===== src/nst_pkg.sv =====
// Shared types, sizes, command and result codes for the named semaphore table.
// Used by every module of the block except nst_ram; depends on nothing.
package nst_pkg;

    localparam int SEM_SLOTS     = 32;
    localparam int PROCESS_SLOTS = 64;
    localparam int NAME_BYTES    = 8;

    localparam int SLOT_W  = (SEM_SLOTS > 1) ? $clog2(SEM_SLOTS) : 1;
    localparam int PIDX_W  = $clog2(PROCESS_SLOTS);
    localparam int FILL_W  = PIDX_W + 1;
    localparam int PID_W   = 6;
    localparam int KEY_W   = 64;
    localparam int INIT_W  = 31;
    localparam int VAL_W   = 32;
    localparam int USERS_W = 8;
    localparam int QDEPTH  = 2;

    localparam logic [KEY_W-1:0] KEY_MASK = {KEY_W{1'b1}} >> (KEY_W - 8 * NAME_BYTES);
    localparam logic signed [VAL_W-1:0] VAL_MAX = {1'b0, {(VAL_W-1){1'b1}}};
    localparam logic signed [VAL_W-1:0] VAL_MIN = {1'b1, {(VAL_W-1){1'b0}}};

    localparam logic [2:0] CMD_OPEN    = 3'd0;
    localparam logic [2:0] CMD_WAIT    = 3'd1;
    localparam logic [2:0] CMD_POST    = 3'd2;
    localparam logic [2:0] CMD_CLOSE   = 3'd3;
    localparam logic [2:0] CMD_CLEANUP = 3'd4;

    localparam logic [1:0] ST_OK       = 2'd0;
    localparam logic [1:0] ST_NOTFOUND = 2'd1;
    localparam logic [1:0] ST_FULL     = 2'd2;

    localparam logic [1:0] ACT_NONE  = 2'd0;
    localparam logic [1:0] ACT_BLOCK = 2'd1;
    localparam logic [1:0] ACT_WAKE  = 2'd2;

    typedef enum logic [2:0] {
        OP_OPEN,
        OP_WAIT,
        OP_POST,
        OP_CLOSE,
        OP_CLEANUP,
        OP_BAD
    } op_t;

    typedef struct packed {
        op_t                op;
        logic [KEY_W-1:0]   key;
        logic [INIT_W-1:0]  init;
        logic [PID_W-1:0]   cpid;
        logic               cvalid;
        logic [PID_W-1:0]   tpid;
    } item_t;

    function automatic logic signed [VAL_W-1:0] sat_inc(input logic signed [VAL_W-1:0] v);
        return (v == VAL_MAX) ? v : v + VAL_W'(1);
    endfunction

    function automatic logic signed [VAL_W-1:0] sat_dec(input logic signed [VAL_W-1:0] v);
        return (v == VAL_MIN) ? v : v - VAL_W'(1);
    endfunction

endpackage


===== src/nst_fifo.sv =====
// Short command queue between the decode stage and the execution engine.
// Depends on nst_pkg.
module nst_fifo (
    input  logic           clk,
    input  logic           rst_n,
    input  logic           push_valid,
    output logic           push_ready,
    input  nst_pkg::item_t push_item,
    output logic           pop_valid,
    input  logic           pop_ready,
    output nst_pkg::item_t pop_item
);

    localparam int PW = (nst_pkg::QDEPTH > 1) ? $clog2(nst_pkg::QDEPTH) : 1;

    nst_pkg::item_t   store [nst_pkg::QDEPTH];
    logic [PW-1:0]    wr_reg;
    logic [PW-1:0]    rd_reg;
    logic [PW:0]      cnt_reg;
    logic             do_push;
    logic             do_pop;

    assign push_ready = cnt_reg != (PW+1)'(nst_pkg::QDEPTH);
    assign pop_valid  = cnt_reg != '0;
    assign pop_item   = store[rd_reg];
    assign do_push    = push_valid && push_ready;
    assign do_pop     = pop_valid && pop_ready;

    always_ff @(posedge clk or negedge rst_n)
    begin
        if (!rst_n)
        begin
            wr_reg  <= '0;
            rd_reg  <= '0;
            cnt_reg <= '0;
        end
        else
        begin
            if (do_push)
            begin
                wr_reg <= (wr_reg == PW'(nst_pkg::QDEPTH - 1)) ? '0 : wr_reg + PW'(1);
            end
            if (do_pop)
            begin
                rd_reg <= (rd_reg == PW'(nst_pkg::QDEPTH - 1)) ? '0 : rd_reg + PW'(1);
            end
            if (do_push && !do_pop)
            begin
                cnt_reg <= cnt_reg + (PW+1)'(1);
            end
            else if (do_pop && !do_push)
            begin
                cnt_reg <= cnt_reg - (PW+1)'(1);
            end
        end
    end

    always_ff @(posedge clk)
    begin
        if (do_push)
        begin
            store[wr_reg] <= push_item;
        end
    end

endmodule


===== config.mk =====
export PLATFORM = sky130hd
export DESIGN_NAME = nst_fifo
export DESIGN_NICKNAME = d
export VERILOG_FILES = /design/src/nst_pkg.sv /design/src/nst_fifo.sv
export SDC_FILE = /design/constraint.sdc
export NUM_CORES = 1
export LEC_CHECK = 0
export ABC_AREA = 1
export BUFFER_PORTS_ARGS = -buffer_cell sky130_fd_sc_hd__buf_2
export CORE_MARGIN = 2
export CORE_UTILIZATION = 35
export DETAILED_ROUTE_END_ITERATION = 10
export PLACE_DENSITY_LB_ADDON = 0.15
export SLEW_MARGIN = 20
export SYNTH_ARGS = -nofsm -noshare
export SYNTH_HDL_FRONTEND = slang
export SYNTH_SLANG_ARGS = --single-unit

===== constraint.sdc =====
create_clock -name clk -period 12.1 [get_ports clk]
set_clock_uncertainty 0.05 [all_clocks]
set_input_delay 0.605 -clock clk [delete_from_list [all_inputs] [get_ports clk]]
set_output_delay 0.605 -clock clk [all_outputs]
set_load 0.01 [all_outputs]

**Word-level counts from Yosys, hierarchy flattened**

Memory sizes are Yosys's and may differ from the RTL's.
Index checks and enable logic that the tools add are counted.

- Bits in registers: 4
- Latch bits: 0
- Bits in writable memories: 222
- Bits in read-only memories: 0
- Input port bits: 115
- Word-level logic and storage cells: 23
- Memories kept: 1

- Add/sub/neg operators: 4
- $mul: 0
- Divide/modulo/power cells: 0
- $lt $le $gt $ge: 0
- Equal/unequal tests: 1
- Shift operators: 0
- Mux-type cells: 6
- Bitwise logic cells: 0
- Reduce and logical (&&, ||, !) cells: 8

Memories:

| memory | words | width | rd ports | clocked after Yosys merged registers in | wr ports | line | text |
|---|---|---|---|---|---|---|---|
| store | 2 | 111 | 1 | 0 | 1 | nst_fifo.sv:16 | `nst_pkg::item_t store [nst_pkg::QDEPTH];` |

Operators with widths:

| operator | count |
|---|---|
| logical AND 1 bit | 4 |
| two-way mux 1 bit | 4 |
| two-way mux 2 bit | 2 |
| nonzero test 2 bit | 2 |
| adder 1 bit, second input constant | 2 |
| adder 2 x 1 -> 2 bit, second input constant | 1 |
| logical NOT 1 bit | 2 |
| inequality test 2 bit, second input constant | 1 |
| subtractor 2 x 1 -> 2 bit, second input constant | 1 |

**Logic depth before layout (Yosys ltp)**

- Word-level depth: 6
- Gate-level depth with buffers: 10
- Gate-level depth less buffers: 10

**Least setup slack after synthesis**

Ideal clock, no wire load.

- Kind: in2reg
- Start: in push_valid
- End: mem store[0][0] in the netlist's numbering, enable pin
- Library setup time: 582 ps
- Data arrival time: 5,332 ps
- Path slack: 6,136 ps
- Stages on the path: 2
- Buffers on the path: 0
- Cell sequence: nand2_1 -> nor2_1

- Longest elaborated chain between the ends: 3

Ends and longest elaborated chain:

| what | line | text |
|---|---|---|
| start, declared | nst_fifo.sv:6 | `input logic push_valid,` |
| logical AND 1 bit | nst_fifo.sv:26 | `assign do_push = push_valid && push_ready;` |
| two-way mux 1 bit | nst_fifo.sv:60 | `if (do_push)` |
| two-way mux 1 bit (implied by the code) | nst_fifo.sv:62 | `store[wr_reg] <= push_item;` |
| end, declared | nst_fifo.sv:16 |  |

Every way passes these cells.

==> metrics.txt <==
status=complete, no violations; syn_area_per_cell=13.7 µm²; DRC violations left=0; LEAKAGE=4.46 nW; initial antenna violation count=4; vias per inst=4.28; Clock Path Buffers=3; detailed-route via count=5062; DR iter-0 viols=about 250; slowest CP cell=buf_4; Crit Path Max Fanout=78; syn_nets=roughly 730; gr ovfl total=0; layout cells sized above 1=0.308; vias in the first global route=4943; CP peak stage delay=0.76 ns; sequence of cells on the critical path=inv_4, buf_4, nand2_1, nand2_1, buf_2; TritonCTS clock tree=built; Yosys cell types=14; Post-CTS Setup Bufs=0; Clk pin slew, worst setup/hold paths=0.06 ns; CP most frequent cell=nand2_1; PD cells=246 nW/µm²; CTS Root Buffer Type=clkbuf_16; Final Hold Fails=0; Largest register FFs=222; latest clock arrival within the worst-skew pair=0.51 ns; post-synthesis sequential area ratio=0.812; hold path cells=1; Rows=between 50 and 60; GRT Util Overall=0.142; Die H=158 µm; setup TNS=0 ns; fin crit period=3.36 ns; synthesized flop and latch total=226; routability cong.=between 0.7 and 0.8; H-tree depth=1; core area=23400 µm²; kind of critical path=register to output pin; Adder-Cell Fraction of Synth Area=0.00150; total power=0.00257 W; total routed wirelength=18400 µm; Slew headroom=0.296; simple-gate area share of the yosys netlist=0.157; Die ar.=25000 µm²; Data arrival, critical path=roughly 2.7 ns; Worst VDD drop=0.110 mV; crit start category=register; final number of setup-violating endpoints=0; crit end category=output pin; number of routed nets with antenna violations=0; RSZ-0062 raised after global routing=false; total CTS buffers=25; MaxCap Viol Count=0; IO buf count=227; hpwl dp=around 11000 µm; Max Clk Rate=about 300 MHz; max-slew violations=0; Hold Crit Class=input port to register; Starting Density=0.356; xor/xnor share of the synthesized area=0.00210; io pins=228; cells after synthesis=609; Post-Syn Area=8330 µm²; Worst EP required=about 11 ns; clk sinks=226; number of synthesis warnings=0; mux cell area share after synthesis=0; period utilization=0.277; Post-layout nets=between 900 and 1000; Compound-Gate Fraction of Synth Area=0; largest family of logic cells by synthesized area=simple AND/OR/NAND/NOR gates; first-pass GRT wire length=between 20000 and 30000 µm; R2R cell count=6; Die W=approximately 160 µm; 1st-pass router iterations=6; largest net degree at the start of global routing=79; Tightest Pin Transition=1.06 ns; area grow syn2layout=25.5%; per-cell routed wire length=15.6 µm
[layout make-up]
type | instances | area (µm²)
fillers | 2252 | 12900
flip-flops and latches | 226 | 6770
multi-input cells | 351 | 1360
repair buffers | 234 | 1190
clock buffers | 30 | 644
well taps | 319 | 399
clock inverters | 13 | 57.6
inverters | 7 | 28.8
diodes | 2 | 5.00
[synth_stat cells]
cell type / instances / share of area
buf_2: 13 / 0.0078
buf_4: 2 / 0.0018
buf_6: 10 / 0.014
dfrtp_1: 4 / 0.012
edfxtp_1: 222 / 0.80
ha_1: 1 / 0.0015
inv_1: 6 / 0.0027
inv_4: 1 / 0.00075
nand2_1: 343 / 0.15
nand3_1: 2 / 0.0012
nand4_1: 1 / 0.00075
nor2_1: 2 / 0.00090
xnor2_1: 1 / 0.0011
xor2_1: 1 / 0.0011
[through the flow]
| stage | setup WS, ns | cell area [µm²] | instances | hold slack [ns] | utilization |
|---|---|---|---|---|---|
| after floorplan | 6.14 | 8330 | 609 | 0.259 | - |
| after global placement | 9.19 | 9740 | 1136 | 0.370 | 0.416 |
| after detailed placement | 9.18 | 9740 | 1136 | 0.370 | 0.416 |
| after CTS | 8.65 | 10400 | 1180 | 0.203 | 0.446 |
| after global routing | 8.48 | 10500 | 1181 | 0.213 | 0.447 |
| final | 8.74 | 10500 | 1182 | 0.231 | 0.447 |
[final timing paths]
path                                         from                     end  slack, ns
max                            rd_reg$_DFFE_PN0P_            pop_item[67]       8.74
min                                 push_item[61]  store[0][61]$_DFFE_PP_       0.23
max reg2reg                cnt_reg[0]$_DFFE_PN0P_  store[1][98]$_DFFE_PP_       9.35
min reg2reg                cnt_reg[1]$_DFFE_PN0P_  cnt_reg[1]$_DFFE_PN0P_       0.46
max in group asynchronous                   rst_n      rd_reg$_DFFE_PN0P_      11.45
min in group asynchronous                   rst_n  cnt_reg[1]$_DFFE_PN0P_       0.40
[worst max-delay path, delay by kind of cell (launching register included)]
kind                   cells  cell delay [ns]
buffers and inverters      3             1.26
and+or+nand+nor            2             0.22
DFF                        1             0.65
[cell families after synthesis]
group | Yosys count
DFF | 226
and+or+nand+nor | 348
adders and majority gates | 1
xor gates and xnor gates | 2
buffers and inverters | 32
[layout by cell type (no fill, tap or decap), drive strengths merged]
cell and count:
xnor2 1, clkbuf 30, nand3 2, edfxtp 222
nand2 343, dlygate4sd3 1, xor2 1, inv 7
nand4 1, buf 233, clkinvlp 2, dfrtp 4
clkinv 11, diode 2, nor2 2, ha 1
[per-layer routing]
layer	wire length (µm)	GRT usage	vias up
met4	485	0.0446	2
met5	13	0	-
li1	-	-	2529
met2	9110	0.241	149
met3	1370	0.0460	36
met1	7450	0.172	2346
[report_power, final]
| part | switching (W) | total (W) | leakage, nW | internal, W |
|---|---|---|---|---|
| registers | 0.0000578 | 0.00113 | 2.11 | 0.00107 |
| clock network | 0.000285 | 0.000660 | 0.334 | 0.000375 |
| logic | 0.000534 | 0.000782 | 2.01 | 0.000249 |
[repair_timing]
action	CTS	global route
hold buffers	1	0
gates resized for setup	0	0
hold endpoints to repair	4	0
endpoints found under the setup margin	0	0
(Power assumes the default switching activity.)
