$ cat config.mk
export PLATFORM = sky130hd
export DESIGN_NAME = nst_front
export DESIGN_NICKNAME = d
export VERILOG_FILES = /design/src/nst_pkg.sv /design/src/nst_front.sv
export SDC_FILE = /design/constraint.sdc
export NUM_CORES = 1
export LEC_CHECK = 0
export BUFFER_PORTS_ARGS = -buffer_cell sky130_fd_sc_hd__buf_2
export CAP_MARGIN = 30
export CORE_ASPECT_RATIO = 1.2
export CORE_MARGIN = 5
export CORE_UTILIZATION = 46
export CTS_BUF_LIST = sky130_fd_sc_hd__clkbuf_8
export CTS_CLUSTER_SIZE = 8
export DETAILED_ROUTE_END_ITERATION = 8
export HOLD_SLACK_MARGIN = 0.15
export PLACE_DENSITY = 0.88
export RECOVER_POWER = 100
export SYNTH_ARGS = -nofsm -noshare
export SYNTH_HDL_FRONTEND = slang
export SYNTH_SLANG_ARGS = --single-unit
$ cat constraint.sdc
create_clock -name clk -period 3.7 [get_ports clk]
set_input_delay 0.185 -clock clk [delete_from_list [all_inputs] [get_ports clk]]
set_output_delay 0.185 -clock clk [all_outputs]
set_load 0.005 [all_outputs]
$ cat src/nst_pkg.sv
// Shared types, sizes, command and result codes for the named semaphore table.
// Used by every module of the block except nst_ram; depends on nothing.
package nst_pkg;

    localparam int SEM_SLOTS     = 32;
    localparam int PROCESS_SLOTS = 64;
    localparam int NAME_BYTES    = 8;

    localparam int SLOT_W  = (SEM_SLOTS > 1) ? $clog2(SEM_SLOTS) : 1;
    localparam int PIDX_W  = $clog2(PROCESS_SLOTS);
    localparam int FILL_W  = PIDX_W + 1;
    localparam int PID_W   = 6;
    localparam int KEY_W   = 64;
    localparam int INIT_W  = 31;
    localparam int VAL_W   = 32;
    localparam int USERS_W = 8;
    localparam int QDEPTH  = 2;

    localparam logic [KEY_W-1:0] KEY_MASK = {KEY_W{1'b1}} >> (KEY_W - 8 * NAME_BYTES);
    localparam logic signed [VAL_W-1:0] VAL_MAX = {1'b0, {(VAL_W-1){1'b1}}};
    localparam logic signed [VAL_W-1:0] VAL_MIN = {1'b1, {(VAL_W-1){1'b0}}};

    localparam logic [2:0] CMD_OPEN    = 3'd0;
    localparam logic [2:0] CMD_WAIT    = 3'd1;
    localparam logic [2:0] CMD_POST    = 3'd2;
    localparam logic [2:0] CMD_CLOSE   = 3'd3;
    localparam logic [2:0] CMD_CLEANUP = 3'd4;

    localparam logic [1:0] ST_OK       = 2'd0;
    localparam logic [1:0] ST_NOTFOUND = 2'd1;
    localparam logic [1:0] ST_FULL     = 2'd2;

    localparam logic [1:0] ACT_NONE  = 2'd0;
    localparam logic [1:0] ACT_BLOCK = 2'd1;
    localparam logic [1:0] ACT_WAKE  = 2'd2;

    typedef enum logic [2:0] {
        OP_OPEN,
        OP_WAIT,
        OP_POST,
        OP_CLOSE,
        OP_CLEANUP,
        OP_BAD
    } op_t;

    typedef struct packed {
        op_t                op;
        logic [KEY_W-1:0]   key;
        logic [INIT_W-1:0]  init;
        logic [PID_W-1:0]   cpid;
        logic               cvalid;
        logic [PID_W-1:0]   tpid;
    } item_t;

    function automatic logic signed [VAL_W-1:0] sat_inc(input logic signed [VAL_W-1:0] v);
        return (v == VAL_MAX) ? v : v + VAL_W'(1);
    endfunction

    function automatic logic signed [VAL_W-1:0] sat_dec(input logic signed [VAL_W-1:0] v);
        return (v == VAL_MIN) ? v : v - VAL_W'(1);
    endfunction

endpackage

$ cat src/nst_front.sv
// Input stage: takes command transfers, decodes the command and masks the name.
// Depends on nst_pkg.
module nst_front (
    input  logic                clk,
    input  logic                rst_n,
    input  logic                in_valid,
    output logic                in_ready,
    input  logic [2:0]          in_cmd,
    input  logic [111:0]        in_data,
    output logic                out_valid,
    input  logic                out_ready,
    output nst_pkg::item_t      out_item
);

    logic           full_reg;
    nst_pkg::item_t item_reg;
    nst_pkg::op_t   op_dec;

    always_comb
    begin
        unique case (in_cmd)
            nst_pkg::CMD_OPEN:    op_dec = nst_pkg::OP_OPEN;
            nst_pkg::CMD_WAIT:    op_dec = nst_pkg::OP_WAIT;
            nst_pkg::CMD_POST:    op_dec = nst_pkg::OP_POST;
            nst_pkg::CMD_CLOSE:   op_dec = nst_pkg::OP_CLOSE;
            nst_pkg::CMD_CLEANUP: op_dec = nst_pkg::OP_CLEANUP;
            default:              op_dec = nst_pkg::OP_BAD;
        endcase
    end

    assign in_ready  = !full_reg || out_ready;
    assign out_valid = full_reg;
    assign out_item  = item_reg;

    always_ff @(posedge clk or negedge rst_n)
    begin
        if (!rst_n)
        begin
            full_reg <= 1'b0;
        end
        else if (in_valid && in_ready)
        begin
            full_reg <= 1'b1;
        end
        else if (out_ready)
        begin
            full_reg <= 1'b0;
        end
    end

    always_ff @(posedge clk)
    begin
        if (in_valid && in_ready)
        begin
            item_reg.op     <= op_dec;
            item_reg.key    <= in_data[63:0] & nst_pkg::KEY_MASK;
            item_reg.init   <= in_data[94:64];
            item_reg.cpid   <= in_data[100:95];
            item_reg.cvalid <= in_data[101];
            item_reg.tpid   <= in_data[107:102];
        end
    end

endmodule

==> impl_metrics.json, run 1 <==
{
  "firstError": "[ERROR RSZ-0060] Max buffer count reached.",
  "failing_step": "4_1_cts",
  "dpl_worst_slack_ns": 1.71,
  "ys_seq_area_share_pct": 98.6,
  "synth_nets": 237,
  "gp_routability_congestion": 0.824,
  "synth_seq_cells": 112,
  "synth.distinct_cells": 8,
  "status": "did not finish",
  "die_w_um": 88.5,
  "ys_warn_count": 0,
  "port_buffers": 227,
  "postSynthAreaPerCell_um2": 28.9,
  "holdBufCountCts": 101,
  "die_h_um": 104,
  "root_buffer": "clkbuf_8",
  "post-dp-hpwl_um": 6800,
  "row_count": 34,
  "cts.path.max_buffers": 2,
  "cts_setup_buffers": 0,
  "initial_utilization_pct": 47.1,
  "cts-htree-levels": 3,
  "post_cts_resized": 0,
  "syn_inst": 118,
  "cts-buffers-inserted": 9,
  "cts.sinks": 112,
  "dpl_cell_area_um2": 4660,
  "syn-cell-area_um2": 3400,
  "num_io_pins": 232
}
[cell usage after synthesis]
| master | n | area share, % |
|---|---|---|
| nand2b_1 | 1 | 0.18 |
| nor2b_1 | 1 | 0.18 |
| clkbuf_1 | 1 | 0.11 |
| nand2b_4 | 1 | 0.40 |
| and2_4 | 1 | 0.26 |
| a21o_1 | 1 | 0.22 |
| edfxtp_1 | 111 | 98 |
| dfrtp_1 | 1 | 0.73 |
[cells by family after synthesis]
| logic type | share of synthesized area (%) |
|---|---|
| DFF | 98.6 |
| and+or+nand+nor | 1.03 |
| AOI/OAI and AO/OA | 0.221 |
| buffers and inverters | 0.110 |
[per-stage QoR]
step	hold slack, ns	cells
floorplan	-0.111	118
global placement	-0.0385	436
detailed placement	-0.0392	436
==> run 2: changes to the inputs <==
--- a/config.mk
+++ b/config.mk
@@ -7,14 +7,10 @@
 export LEC_CHECK = 0
 export BUFFER_PORTS_ARGS = -buffer_cell sky130_fd_sc_hd__buf_2
 export CAP_MARGIN = 30
-export CORE_ASPECT_RATIO = 1.2
 export CORE_MARGIN = 5
-export CORE_UTILIZATION = 46
-export CTS_BUF_LIST = sky130_fd_sc_hd__clkbuf_8
-export CTS_CLUSTER_SIZE = 8
+export CORE_UTILIZATION = 40
 export DETAILED_ROUTE_END_ITERATION = 8
-export HOLD_SLACK_MARGIN = 0.15
-export PLACE_DENSITY = 0.88
+export PLACE_DENSITY_LB_ADDON = 0.15
 export RECOVER_POWER = 100
 export SYNTH_ARGS = -nofsm -noshare
 export SYNTH_HDL_FRONTEND = slang
==> impl_metrics.json, run 2 <==
{
  "dieArea_um2": 10500,
  "cts_setup_buffers": 0,
  "vias": 2404,
  "ys_seq_area_share_pct": 98.6,
  "dpl_cell_area_um2": 4680,
  "finalHoldViolations": 0,
  "drtIter0Drc": 62,
  "whs_ns": 0.0238,
  "period_minus_slack_ns": 2.69,
  "postSynthAreaPerCell_um2": 28.9,
  "layout_commonest_cell": "buf_2",
  "ir_drop_mv": 0.256,
  "status": "completed",
  "num_io_pins": 232,
  "wl_per_cell_um": 16.3,
  "cp.arrival_ns": 2.64,
  "holdBufCountCts": 93,
  "ant_nets": 0,
  "crit_type": "register to register",
  "fin_crit_sh_pct": 72.8,
  "initial_utilization_pct": 41.2,
  "synthArstFlopShare_pct": 0.893,
  "finalWirelength_um": 9260,
  "cts-htree-levels": 3,
  "post_cts_resized": 0,
  "syn-cell-area_um2": 3400,
  "cp_top_family": "buffers and inverters",
  "regArea_um2": 3360,
  "grt_pass1_vias": 2583,
  "clk_latency_ns": 0.35,
  "cts.sinks": 112,
  "hp-class": "input port to register",
  "final_cell_mix": "buf_2 (134), edfxtp_1 (111), dlygate4sd3_1 (104)",
  "cts.path.max_buffers": 2,
  "area_growth_pct": 69.5,
  "worst_pin_slew_ns": 1.43,
  "final_layout_size_suffix_gt1_share_pct": 32.3,
  "crit_chain": "nand2b_2 > and2_4 > clkbuf_1",
  "layout_setup_ws_ns": 1.01,
  "finalMaxSlewViolations": 0,
  "yosysMostFrequentCell": "edfxtp_1",
  "grt_pass1_wl_um": 13100,
  "drc": 0,
  "cts_tree": "yes",
  "slew_headroom_pct": 4.39,
  "ys_warn_count": 0,
  "rsz0062_at_grt": "no",
  "critical_path_buf_inv_count": 1,
  "fin_area_um2": 5770,
  "multiInputGateArea_um2": 37.5,
  "root_buffer": "clkbuf_8",
  "gp_routability_congestion": 0.715,
  "synth_nets": 237,
  "core-area_um2": 8260,
  "crit_slowest_cell": "clkbuf_1",
  "setup_viol": 0,
  "max_freq_mhz": 371,
  "post-dp-hpwl_um": 6220,
  "holdPathStages": 1,
  "dpl_worst_slack_ns": 1.71,
  "antenna_found_initial": 0,
  "synth.distinct_cells": 8,
  "syn_inst": 118,
  "synth_edf_count": 111,
  "cts-buffers-inserted": 9,
  "drv_cap": 0,
  "die_w_um": 102,
  "grt_usage_pct": 17.1,
  "finalClockSkew_ns": 0.00659,
  "clk_pin_slew_ns": 0.09,
  "overflow": 0,
  "largest_reg_flops": 111,
  "finalSetupTns_ns": 0,
  "synth_seq_cells": 112,
  "p_leak_nw": 2.25,
  "yosysTopAreaCell": "edfxtp_1",
  "p_per_area_nw_per_um2": 418,
  "port_buffers": 227,
  "yosys-top-cells-area": "edfxtp_1 (98%), dfrtp_1 (0.74%), nand2b_4 (0.40%), and2_4 (0.26%), a21o_1 (0.22%)",
  "worstPathRequired_ns": 3.65,
  "first_pass_iters": 4,
  "crit_cells": 3,
  "crit_path_start_kind": "register",
  "fillCellCount": 622,
  "antenna_cells": 0,
  "die_h_um": 102,
  "fin_nets": 580,
  "ys.flop_type": "edfxtp_1",
  "reg2reg_depth": 3,
  "slowest_delay_ns": 1.11,
  "grt_max_degree": 63,
  "synth_top_area_share_pct": 97.9,
  "row_count": 33,
  "viasPerCell": 4.22,
  "cp-end-kind": "register",
  "cp_max_fo": 62
}
[run 2: routing by layer]
layer | part of all wire, % | track usage, % | wire (µm) | vias up
li1 | - | - | - | 1153
met1 | 34 | 17.1 | 3170 | 1094
met2 | 55 | 32.0 | 5090 | 144
met3 | 9.2 | 5.80 | 852 | 13
met4 | 1.6 | 7.57 | 144 | 0
met5 | 0 | 0 | 0 | -
[run 2: cell type report]
type	instances	share of cell area [%]
repair buffers	333	35.9
clock inverters	4	0.824
multi-input cells	5	0.650
clock buffers	10	2.21
well taps	105	2.28
flip-flops and latches	112	58.2
[run 2: worst paths after layout]
kind | from | endpoint | slack, ns
min in group asynchronous | rst_n | out_valid | 0.13
hold reg to reg | out_valid | out_valid | 0.55
hold / removal | in_data[98] | out_item[10] | 0.02
setup reg to reg | out_valid | out_item[66] | 1.01
max in group asynchronous | rst_n | out_valid | 3.48
setup / recovery | out_valid | out_item[66] | 1.01
[run 2: cells by family after synthesis]
logic type,count (synthesis),synth area share (%)
buffers and inverters,1,0.110
AOI/OAI and AO/OA,1,0.221
DFF,112,98.6
and+or+nand+nor,4,1.03
[run 2: through the flow]
step                      power, mW  std cells  utilization, %
after floorplan                1.56        118               -
after detailed placement       1.70        451            56.7
after CTS                      2.44        558            70.1
after global placement         1.69        451            56.7
after global routing           2.51        569            69.9
final                          2.41        569            69.9
[run 2: power breakdown]
| group | switching [mW] | internal [mW] | total, mW |
|---|---|---|---|
| Clock | 0.365 | 0.304 | 0.669 |
| Sequential | 0.0173 | 1.48 | 1.50 |
| Combinational | 0.104 | 0.144 | 0.248 |
| Total | 0.486 | 1.93 | 2.41 |
[run 2: worst register-to-register path, delay by kind of cell, from the launching register on]
family,cells,cell delay [ns]
buffers and inverters,1,1.15
AND/OR/NAND/NOR,2,0.74
flip-flops,1,0.40
Note: power is estimated with default switching activity, not from simulation.
